File: config.mk
export PLATFORM = sky130hd
export DESIGN_NAME = wav_riff_header_parser
export DESIGN_NICKNAME = d
export VERILOG_FILES = /design/src/sv/wrp_pkg.sv /design/src/sv/wav_riff_header_parser.sv
export SDC_FILE = /design/constraint.sdc
export NUM_CORES = 1
export LEC_CHECK = 0
export BUFFER_PORTS_ARGS = -buffer_cell sky130_fd_sc_hd__buf_2
export CAP_MARGIN = 20
export CORE_MARGIN = 2
export CORE_UTILIZATION = 40
export DETAILED_ROUTE_END_ITERATION = 10
export PLACE_DENSITY_LB_ADDON = 0.05
export SLEW_MARGIN = 0
export SYNTH_ARGS = -nofsm -noshare
export SYNTH_HDL_FRONTEND = slang
export SYNTH_SLANG_ARGS = --single-unit
File: constraint.sdc
create_clock -name i_clk -period 8.9 [get_ports i_clk]
set_input_delay 1.78 -clock i_clk [delete_from_list [all_inputs] [get_ports i_clk]]
set_output_delay 1.78 -clock i_clk [all_outputs]
set_load 0.05 [all_outputs]
File: src/sv/wrp_pkg.sv
// package for the wav riff header parser
// parse phases, chunk tags, command and status codes; no dependencies
`default_nettype none

package wrp_pkg;

    typedef logic [2:0] t_phase;
    typedef logic [1:0] t_cmd;
    typedef logic [1:0] t_status;

    localparam t_phase PH_RIFF = 3'd0;
    localparam t_phase PH_CHDR = 3'd1;
    localparam t_phase PH_FMT  = 3'd2;
    localparam t_phase PH_SKIP = 3'd3;
    localparam t_phase PH_PAD  = 3'd4;

    localparam t_cmd CMD_BYTE    = 2'd0;
    localparam t_cmd CMD_EOF     = 2'd1;
    localparam t_cmd CMD_RESTART = 2'd2;

    localparam t_status ST_PARSING = 2'd0;
    localparam t_status ST_OK      = 2'd1;
    localparam t_status ST_FAIL    = 2'd2;

    localparam logic [31:0] TAG_RIFF = 32'h4646_4952;
    localparam logic [31:0] TAG_WAVE = 32'h4556_4157;
    localparam logic [31:0] TAG_FMT  = 32'h2074_6D66;
    localparam logic [31:0] TAG_DATA = 32'h6174_6164;

    localparam logic [4:0]  RIFF_TAG_BYTES  = 5'd4;
    localparam logic [4:0]  RIFF_HDR_BYTES  = 5'd12;
    localparam logic [4:0]  CHUNK_HDR_BYTES = 5'd8;
    localparam logic [4:0]  FMT_BODY_BYTES  = 5'd16;
    localparam logic [31:0] FMT_BODY_SIZE   = 32'd16;

endpackage

`default_nettype wire

File: src/sv/wav_riff_header_parser.sv
// wav riff header parser, top level
// byte-serial riff/wave header check and fmt chunk capture; uses wrp_pkg
// Takes one word per cycle while the output is not stalled (a file byte, an
// end-of-file mark or a restart) and returns exactly one status word per input
// word, registered in the result register from the input register. Every word
// is handled by a single pass through the parse logic between the input
// register and the state/result registers, so the block sustains one word per
// clock while the output is not stalled; the output register holds a stalled
// result while the input register keeps one more word waiting. Status stays
// at success or failure until a restart word, which also clears the format fields and format_valid.
`default_nettype none

module wav_riff_header_parser (
    input  wire                    i_clk,
    input  wire                    i_rst_n,
    input  wire                    i_in_valid,
    input  wire wrp_pkg::t_cmd     i_command,
    input  wire  [7:0]             i_byte_value,
    output logic                   o_in_stall,
    output logic                   o_out_valid,
    input  wire                    i_out_stall,
    output wrp_pkg::t_status       o_status,
    output logic [15:0]            o_format_code,
    output logic [15:0]            o_channel_count,
    output logic [31:0]            o_samp_freq,
    output logic [31:0]            o_data_rate,
    output logic [15:0]            o_frame_size,
    output logic [15:0]            o_samp_depth,
    output logic                   o_format_valid
);
    import wrp_pkg::*;

    // input register
    logic        r_in_valid;
    t_cmd        r_command;
    logic [7:0]  r_byte;

    // parse state, also the result register
    logic        r_out_valid;
    t_phase      r_phase,      n_phase;
    logic [4:0]  r_count,      n_count;
    logic [63:0] r_shift,      n_shift;
    logic [127:0] r_fmt_body,  n_fmt_body;
    logic [31:0] r_skip,       n_skip;
    logic        r_pad,        n_pad;
    logic        r_fmt_seen,   n_fmt_seen;
    t_status     r_outcome,    n_outcome;
    logic [15:0] r_format_code, n_format_code;
    logic [15:0] r_channels,    n_channels;
    logic [31:0] r_samp_freq,   n_samp_freq;
    logic [31:0] r_data_rate,   n_data_rate;
    logic [15:0] r_frame_size,  n_frame_size;
    logic [15:0] r_bits,        n_bits;

    logic        advance;
    logic        work;

    assign advance    = !r_out_valid || !i_out_stall;
    assign work       = r_in_valid && advance;
    assign o_in_stall = r_in_valid && !advance;

    always_comb begin
        logic [31:0] size;
        logic [31:0] id;
        logic [31:0] left;
        logic        odd;
        logic        go_skip;
        size    = '0;
        id      = '0;
        left    = '0;
        odd     = 1'b0;
        go_skip = 1'b0;

        n_phase       = r_phase;
        n_count       = r_count;
        n_shift       = r_shift;
        n_fmt_body    = r_fmt_body;
        n_skip        = r_skip;
        n_pad         = r_pad;
        n_fmt_seen    = r_fmt_seen;
        n_outcome     = r_outcome;
        n_format_code = r_format_code;
        n_channels    = r_channels;
        n_samp_freq   = r_samp_freq;
        n_data_rate   = r_data_rate;
        n_frame_size  = r_frame_size;
        n_bits        = r_bits;

        if (r_command == CMD_RESTART) begin
            n_phase       = PH_RIFF;
            n_count       = '0;
            n_shift       = '0;
            n_fmt_body    = '0;
            n_skip        = '0;
            n_pad         = 1'b0;
            n_fmt_seen    = 1'b0;
            n_outcome     = ST_PARSING;
            n_format_code = '0;
            n_channels    = '0;
            n_samp_freq   = '0;
            n_data_rate   = '0;
            n_frame_size  = '0;
            n_bits        = '0;
        end else if (r_outcome == ST_PARSING && r_command == CMD_EOF) begin
            if (r_phase == PH_RIFF || r_phase == PH_FMT || !r_fmt_seen) begin
                n_outcome = ST_FAIL;
            end else begin
                n_outcome = ST_OK;
            end
        end else if (r_outcome == ST_PARSING && r_command == CMD_BYTE) begin
            unique case (r_phase)
                PH_RIFF: begin
                    n_shift = {r_byte, r_shift[63:8]};
                    n_count = r_count + 5'd1;
                    if (n_count == RIFF_TAG_BYTES) begin
                        if (n_shift[63:32] != TAG_RIFF) n_outcome = ST_FAIL;
                    end else if (n_count >= RIFF_HDR_BYTES) begin
                        if (n_shift[63:32] != TAG_WAVE) begin
                            n_outcome = ST_FAIL;
                        end else begin
                            n_phase = PH_CHDR;
                            n_count = '0;
                            n_shift = '0;
                        end
                    end
                end
                PH_CHDR: begin
                    n_shift = {r_byte, r_shift[63:8]};
                    n_count = r_count + 5'd1;
                    if (n_count >= CHUNK_HDR_BYTES) begin
                        id      = n_shift[31:0];
                        size    = n_shift[63:32];
                        n_count = '0;
                        if (id == TAG_FMT) begin
                            if (size < FMT_BODY_SIZE) begin
                                n_outcome = ST_FAIL;
                            end else begin
                                n_skip     = size - FMT_BODY_SIZE;
                                n_pad      = size[0];
                                n_fmt_body = '0;
                                n_phase    = PH_FMT;
                            end
                        end else if (id == TAG_DATA && r_fmt_seen) begin
                            n_outcome = ST_OK;
                        end else begin
                            go_skip = 1'b1;
                            left    = size;
                            odd     = size[0];
                        end
                    end
                end
                PH_FMT: begin
                    n_fmt_body[{r_count[3:0], 3'b000} +: 8] = r_byte;
                    n_count = r_count + 5'd1;
                    if (n_count >= FMT_BODY_BYTES) begin
                        n_format_code = n_fmt_body[15:0];
                        n_channels    = n_fmt_body[31:16];
                        n_samp_freq   = n_fmt_body[63:32];
                        n_data_rate   = n_fmt_body[95:64];
                        n_frame_size  = n_fmt_body[111:96];
                        n_bits        = n_fmt_body[127:112];
                        n_fmt_seen    = 1'b1;
                        go_skip       = 1'b1;
                        left          = r_skip;
                        odd           = r_pad;
                    end
                end
                PH_SKIP: begin
                    if (r_skip != '0) n_skip = r_skip - 32'd1;
                    if (n_skip == '0) begin
                        n_phase = r_pad ? PH_PAD : PH_CHDR;
                        n_count = '0;
                    end
                end
                PH_PAD: begin
                    n_pad   = 1'b0;
                    n_phase = PH_CHDR;
                    n_count = '0;
                end
                default: begin
                    n_phase = PH_CHDR;
                    n_count = '0;
                end
            endcase

            // rest of the chunk, then the pad byte after an odd size
            if (go_skip) begin
                n_pad   = odd;
                n_skip  = left;
                n_count = '0;
                if (left != '0) begin
                    n_phase = PH_SKIP;
                end else if (odd) begin
                    n_phase = PH_PAD;
                end else begin
                    n_phase = PH_CHDR;
                end
            end
        end
    end

    always_ff @(posedge i_clk) begin
        if (!i_rst_n) begin
            r_in_valid    <= 1'b0;
            r_out_valid   <= 1'b0;
            r_phase       <= PH_RIFF;
            r_count       <= '0;
            r_shift       <= '0;
            r_fmt_body    <= '0;
            r_skip        <= '0;
            r_pad         <= 1'b0;
            r_fmt_seen    <= 1'b0;
            r_outcome     <= ST_PARSING;
            r_format_code <= '0;
            r_channels    <= '0;
            r_samp_freq   <= '0;
            r_data_rate   <= '0;
            r_frame_size  <= '0;
            r_bits        <= '0;
        end else begin
            if (!o_in_stall) begin
                r_in_valid <= i_in_valid;
            end
            if (advance) begin
                r_out_valid <= r_in_valid;
            end
            if (work) begin
                r_phase       <= n_phase;
                r_count       <= n_count;
                r_shift       <= n_shift;
                r_fmt_body    <= n_fmt_body;
                r_skip        <= n_skip;
                r_pad         <= n_pad;
                r_fmt_seen    <= n_fmt_seen;
                r_outcome     <= n_outcome;
                r_format_code <= n_format_code;
                r_channels    <= n_channels;
                r_samp_freq   <= n_samp_freq;
                r_data_rate   <= n_data_rate;
                r_frame_size  <= n_frame_size;
                r_bits        <= n_bits;
            end
        end
    end

    // input payload needs no reset
    always_ff @(posedge i_clk) begin
        if (!o_in_stall && i_in_valid) begin
            r_command <= i_command;
            r_byte    <= i_byte_value;
        end
    end

    assign o_out_valid     = r_out_valid;
    assign o_status        = r_outcome;
    assign o_format_code   = r_format_code;
    assign o_channel_count = r_channels;
    assign o_samp_freq     = r_samp_freq;
    assign o_data_rate     = r_data_rate;
    assign o_frame_size    = r_frame_size;
    assign o_samp_depth    = r_bits;
    assign o_format_valid  = r_fmt_seen;

endmodule

`default_nettype wire
# Word level (Yosys, flattened, before mapping)
# Cells that the tools add are included.
totals:
  out_inout_bits: 133
  in_bits: 14
  wordCells: 227
  reg_bits: 376
classes:
  order_cmp: 4
  n_eq_ne: 29
  reduce_logical: 37
  shift: 2
  n_mux: 133
  addsub: 4
op_table:
  columns: ["cell", "count"]
  rows:
  - ["$mux 32", 29]
  - ["$mux 128", 6]
  - ["$mux 64", 6]
  - ["$mux 16", 20]
  - ["$pmux 128 s2", 1]
  - ["$bwmux 128", 1]
  - ["$pmux 32 s2", 2]
  - ["$pmux 64 s2", 1]
  - ["$shift 8x9->128 const A", 1]
  - ["$shiftx 8x9->128", 1]
  - ["$ne 32x31->1 const B", 2]
  - ["$reduce_bool 32->1", 2]
  - ["$mux 5", 9]
  - ["$mux 3", 14]
  - ["$eq 32x30->1 const B", 1]
  - ["$eq 32x31->1 const B", 1]
  - ["$logic_not 32->1", 1]
  - ["$lt 32x5->1 const B", 1]
  - ["$sub 32x1->32 const B", 1]
  - ["$sub 32x5->32 const B", 1]
  - ["$mux 1", 26]
  - ["$mux 2", 12]
  - ["$reduce_and 7->1", 3]
  - ["$ne 4x4->1 const B", 5]
  - ["34 further kinds", 62]

# Depth between registers and ports, before layout
depth:
  depth_word: 15
  depth_mapped: 14
  depth_no_buf: 11

# Worst setup path before layout
# Ideal clock, no wire load.
synth_timing:
  path_kind: "input -> output"
  from: "in i_out_stall"
  to: "out o_in_stall"
  setup_slack_ps: 4859
  path_buffers: 0
  cell_stages: 1
  arrival_time_ps: 2261
  t_required_ps: 7120
  path_cell_list: "and3_1"
synth_between:
  elab_chain_cells: 4
synth_rtl:
  columns: ["item", "line_no", "source"]
  rows:
  - ["start, declared", "wav_riff_header_parser.sv:21", "input wire i_out_stall,"]
  - ["$logic_not 1->1", "wav_riff_header_parser.sv:58", "assign advance = !r_out_valid || !i_out_stall;"]
  - ["$logic_or 1x1->1", "wav_riff_header_parser.sv:58", null]
  - ["$logic_not 1->1", "wav_riff_header_parser.sv:60", "assign o_in_stall = r_in_valid && !advance;"]
  - ["$logic_and 1x1->1", "wav_riff_header_parser.sv:60", null]
  - ["end, declared", "wav_riff_header_parser.sv:19", "output logic o_in_stall,"]
# Every way passes these cells.

# Final worst setup path
layout_timing:
  from: "reg r_count[0]"
  to: "reg r_skip[29]"
layout_between:
  elab_chain_cells: 11
  elab_cells_between_ends: 24
  classes_between: "add/sub: 1; order compare: 2; eq/ne: 3; mux: 16; reduce/logical: 2"
layout_rtl:
  columns: ["item", "line_no", "source"]
  rows:
  - ["start, declared", "wav_riff_header_parser.sv:41", "logic [4:0] r_count, n_count;"]
  - ["start signal, assigned", "wav_riff_header_parser.sv:229", "r_count <= n_count;"]
  - ["$add 5x1->5 (*)", "wav_riff_header_parser.sv:129, wav_riff_header_parser.sv:154", null]
  - ["$ge 5x5->1 / $ge 5x4->1 (equally long branches)", "wav_riff_header_parser.sv:155, wav_riff_header_parser.sv:130", null]
  - ["$mux 32, or another cell as far along", "wav_riff_header_parser.sv:155", "if (n_count >= FMT_BODY_BYTES) begin"]
  - ["$pmux 32 s2 / $pmux 1 s2 (equally long branches)", "wav_riff_header_parser.sv:111", "unique case (r_phase)"]
  - ["$mux 32 / $mux 1 (equally long branches)", "wav_riff_header_parser.sv:110", "end else if (r_outcome == ST_PARSING && r_command == CMD_BYTE) begin"]
  - ["$mux 32 / $mux 1 (equally long branches)", "wav_riff_header_parser.sv:104", "end else if (r_outcome == ST_PARSING && r_command == CMD_EOF) begin"]
  - ["$mux 32 / $mux 1 (equally long branches)", "wav_riff_header_parser.sv:89", "if (r_command == CMD_RESTART) begin"]
  - ["$mux 32", "wav_riff_header_parser.sv:187", "if (go_skip) begin"]
  - ["$mux 32", "wav_riff_header_parser.sv:110", null]
  - ["$mux 32", "wav_riff_header_parser.sv:104", null]
  - ["$mux 32", "wav_riff_header_parser.sv:89", null]
  - ["end signal, assigned", "wav_riff_header_parser.sv:232", "r_skip <= n_skip;"]
  - ["end, declared", "wav_riff_header_parser.sv:44", "logic [31:0] r_skip, n_skip;"]
# Every way passes the cells marked *; elsewhere a longest branch is shown, timed or not. The select of a mux whose other input is x is not followed.
# A chain may end at the register's enable or synchronous reset.

==> flow_metrics.tcl <==
set metrics [dict create \
    worst_endpoint_required_time_ps 9410 \
    critical_path_most_common_cell "sky130_fd_sc_hd__buf_4" \
    hold_path_class "reg2reg" \
    detail_route.iter0.violations 1274 \
    clock_power_share_pct 46.8 \
    wire_length_of_the_first_global_routing_pass_mm 89.76 \
    timing.critical_path.buf_inv 2 \
    drt_drc_violations_left 0 \
    rsz_0062_raised_after_global_routing "no" \
    synth.area.mux_share_pct 7.050 \
    total_cell_area_at_the_placement_stage_um2 19570 \
    timing.slew.headroom_pct 15.62 \
    critical-path-slowest-cell "sky130_fd_sc_hd__nor2_2" \
    seq_power_share_pct 45.5 \
    synth_seq_cells 368 \
    synthesis.nets 2254 \
    synthesis.yosys.warnings 0 \
    timing.final.max_slew_violations 0 \
    synth_enable_flop_cells 10 \
    synth.distinct_cells 77 \
    clk_pin_slew_ps 60 \
    synth-compound-area-share_pct 17.13 \
    synth_top_family_by_area "simple AND/OR/NAND/NOR gates" \
    start_kind "register" \
    number_of_placement_rows 79 \
    cts_resized 0 \
    setup.worst_path.end "r_skip[29]" \
    worst_ir_drop_vdd_mv 0.1378 \
    power-per-cell-area_nw_per_um2 176.0 \
    die-area_um2 48240 \
    grt_remaining_overflow 0 \
    postCtsSetupRepairBufs 0 \
    cts_buffers 43 \
    worst-setup-path-type "reg2reg" \
    fmaxAchievable_mhz 241.0 \
    power_frac_comb_pct 7.7 \
    critical_path_depth 12 \
    clock_latency_reported_for_the_late_side_of_the_worst_skew_pair_ps 580 \
    path_max_fanout 40 \
    final_nets 2268 \
    ys_top_cells_by_area "sky130_fd_sc_hd__dfxtp_1 (39%), sky130_fd_sc_hd__nor2b_1 (10%), sky130_fd_sc_hd__nor3_1 (7.1%), sky130_fd_sc_hd__mux2i_1 (7.1%), sky130_fd_sc_hd__a21oi_1 (6.8%)" \
    critPathLaunch "r_count[0]" \
    wire_per_inst_um 20.25 \
    max_slew.worst_pin.slew_ps 1266 \
    postLayoutSetupSlackWorst_ps 4750 \
    yosys.area_share.adder_pct 0.5382 \
    area.growth.synth_to_final_pct 12.52 \
    synth_xor_area_share_pct 2.072 \
    grt_pass1_vias 15200 \
    vias_per_std_cell 5.660 \
    post_synth_inst_count 2232 \
    synth_most_common_cell "sky130_fd_sc_hd__dfxtp_1" \
    syn_area_per_cell_um2 8.333 \
    die-width_um 219.6 \
    r2r_setup_slack_ps 4750 \
    netlist_area_um2 18600 \
    holdBufCountCts 0 \
    antenna_found_initial 2 \
    synth_async_sr_flop_share_pct 0 \
    layout_worst_path_cycle_share_pct 46.63 \
    r2r_end "r_skip[29]" \
    floorplan.initialDensity_pct 40.21 \
    drv_cap 0 \
    numClockSinks 368 \
    count_of_antenna_violating_nets_left_after_detailed_routing 0 \
    io_buffers 146 \
    io_pins 147 \
    synth_ff_type "sky130_fd_sc_hd__dfxtp_1" \
    yosys.area.top_type "sky130_fd_sc_hd__dfxtp_1" \
    critical_path.max_stage_delay_ps 710 \
    netlist_top_cells_count "sky130_fd_sc_hd__dfxtp_1 (358), sky130_fd_sc_hd__nor2b_1 (309), sky130_fd_sc_hd__nor3_1 (264)" \
    grt_use_total_pct 23.82 \
    worst_hold_path.num_cells 2 \
    core-area_um2 46260 \
    finalSetupViolations 0 \
    report.final.hold_viol_count 0 \
    worstSetupEndpointType "register" \
    tritoncts "done" \
    critical-path-top-delay-family "simple AND/OR/NAND/NOR gates" \
    dpl.hpwl_mm 35.51 \
    largest_net_degree_at_the_start_of_global_routing 245 \
    run_status "complete, no violations" \
    iteration_count_of_the_initial_detailed_routing_pass 7 \
    ff2ff_path_depth 12 \
    p_sw_uw 932.6 \
    gpl.final_weighted_congestion 0.9251 \
    cts-root-buf "sky130_fd_sc_hd__clkbuf_16" \
    total_number_of_vias 16330 \
    ordered_list_of_cells_on_the_worst_path "ha_1 -> nand3_1 -> xor2_1 -> or3_1 -> o31ai_2 -> buf_4 -> nand2b_1 -> o21ai_2 -> buf_4 -> nor2_2 -> o21ai_0 -> a21boi_0" \
    stdcell_area_um2 20930 \
    h_tree_depth 2 \
    synth_top_cell_area_share_pct 38.53 \
    worst_r2r_startpoint "r_count[0]" \
    cell_internal_power_uw 2751 \
    layout-drive-gt1-share_pct 11.99 \
    p_leak_uw 0.007858 \
    finalCriticalPeriod_ps 4150 \
    max-clock-path-buffers 3 \
    switching_share_pct 25.31 \
    drt_wl_total_mm 58.43 \
    finalSetupTns_ps 0 \
    area_fraction_in_and_or_nand_and_nor_cells_after_synthesis_pct 28.38 \
    synth-seq-area-share_pct 40.15 \
    critPathArrivalTime_ps 4660 \
    fin_worst_skew_ps 17.24 \
    detailedPlace.worstSlack_ps 4411 \
    die_h_um 219.6 \
]
[metrics by stage]
step                      total power, uW  util [%]  hold slack [ps]  cells
after floorplan                      1910         -            478.4   2232
after global placement               1995     42.31            487.6   2808
after detailed placement             1994     42.31            492.4   2808
after CTS                            3733     45.23            509.1   2884
after global routing                 3821     45.24            524.8   2885
final                                3684     45.24            506.3   2885
[registers in the layout, indices dropped and copies added (netlist names)]
register         count
o_channel_count     16
o_data_rate         32
o_format_code       16
o_format_valid       1
o_frame_size        16
o_out_valid          1
o_samp_depth        16
o_samp_freq         32
o_status             2
r_byte               8
r_command            2
r_count              5
r_fmt_body         128
r_in_valid           1
r_pad                1
r_phase              3
r_shift             56
r_skip              32
[cell families after synthesis]
logic type	after synthesis
AOI/OAI and AO/OA	525
xor gates and xnor gates	44
adders and majority gates	8
buffers and inverters	215
DFF	368
muxes	131
and+or+nand+nor	941
[per-layer routing]
layer	global-route usage, %	vias to the layer above	share of wire, %
li1	-	7952	-
met1	31.56	7839	46
met2	37.87	416	46
met3	4.279	121	5.0
met4	10.60	0	3.7
met5	0	-	0
[power by group through the flow]
stage | clock (uW) | combinational [uW] | sequential (uW)
2_1_floorplan | 0 | 201 | 1710
3_3_place_gp | 0 | 284 | 1710
3_5_place_dp | 0 | 283 | 1710
4_1_cts | 1770 | 284 | 1670
5_1_grt | 1840 | 309 | 1680
6_report | 1720 | 285 | 1680
[cells in the final DEF, fill, tap and decap left out, types with 9 or more instances in the layout]
master                      Yosys  layout
sky130_fd_sc_hd__and2_1        49      49
sky130_fd_sc_hd__buf_2         24     145
sky130_fd_sc_hd__dfxtp_1      358     358
sky130_fd_sc_hd__or3_1         18      17
sky130_fd_sc_hd__clkbuf_8       0      10
sky130_fd_sc_hd__mux2i_1      131     131
sky130_fd_sc_hd__a21boi_0       9       9
sky130_fd_sc_hd__nor4_1        16      16
sky130_fd_sc_hd__and3_1        12      12
sky130_fd_sc_hd__clkbuf_16      0      43
sky130_fd_sc_hd__nor2_1        64      63
sky130_fd_sc_hd__a21oi_1      251     251
sky130_fd_sc_hd__a22oi_1       82      82
sky130_fd_sc_hd__nand2_1      106     106
sky130_fd_sc_hd__nor2b_1      309     308
sky130_fd_sc_hd__nand3_1       25      25
sky130_fd_sc_hd__nand2b_1      12      12
sky130_fd_sc_hd__nor3_1       264     261
sky130_fd_sc_hd__nand4_1       12      12
sky130_fd_sc_hd__inv_1         10      10
sky130_fd_sc_hd__clkinv_2       0       9
sky130_fd_sc_hd__a221oi_1      11      11
sky130_fd_sc_hd__xor2_1        28      28
sky130_fd_sc_hd__o21ai_0       77      76
sky130_fd_sc_hd__xnor2_1       16      16
sky130_fd_sc_hd__clkbuf_1     169       9
sky130_fd_sc_hd__a211oi_1      23      23
sky130_fd_sc_hd__buf_4          1      26
sky130_fd_sc_hd__edfxtp_1      10      10
[worst reg2reg max path: stages, from the launching register on]
cell,delay (ps)
sky130_fd_sc_hd__dfxtp_1,660
sky130_fd_sc_hd__ha_1,410
sky130_fd_sc_hd__nand3_1,130
sky130_fd_sc_hd__xor2_1,220
sky130_fd_sc_hd__or3_1,450
sky130_fd_sc_hd__o31ai_2,100
sky130_fd_sc_hd__buf_4,380
sky130_fd_sc_hd__nand2b_1,250
sky130_fd_sc_hd__o21ai_2,80
sky130_fd_sc_hd__buf_4,280
sky130_fd_sc_hd__nor2_2,730
sky130_fd_sc_hd__o21ai_0,190
sky130_fd_sc_hd__a21boi_0,200
[area by class of cell]
| type | count | area (um^2) |
|---|---|---|
| clock buffer | 61 | 1234 |
| tap | 607 | 759.5 |
| multi-input combinational | 1649 | 10330 |
| timing repair buffer | 174 | 974.7 |
| inverter | 10 | 37.54 |
| antenna | 1 | 2.502 |
| clock inverter | 15 | 118.9 |
| fill | 4603 | 25330 |
| sequential | 368 | 7467 |
[how the worst min path moves through the flow]
stage / slack (ps) / end / start
after global routing: 520 / r_fmt_body[17] / r_fmt_body[17]
after global placement: 490 / o_channel_count[6] / o_channel_count[6]
final: 510 / o_samp_freq[29] / o_samp_freq[29]
after CTS: 510 / o_data_rate[6] / o_data_rate[6]
after floorplan: 480 / r_fmt_body[112] / r_fmt_body[112]
after detailed placement: 490 / o_data_rate[6] / o_data_rate[6]
Power figures use the tool's default switching activity.
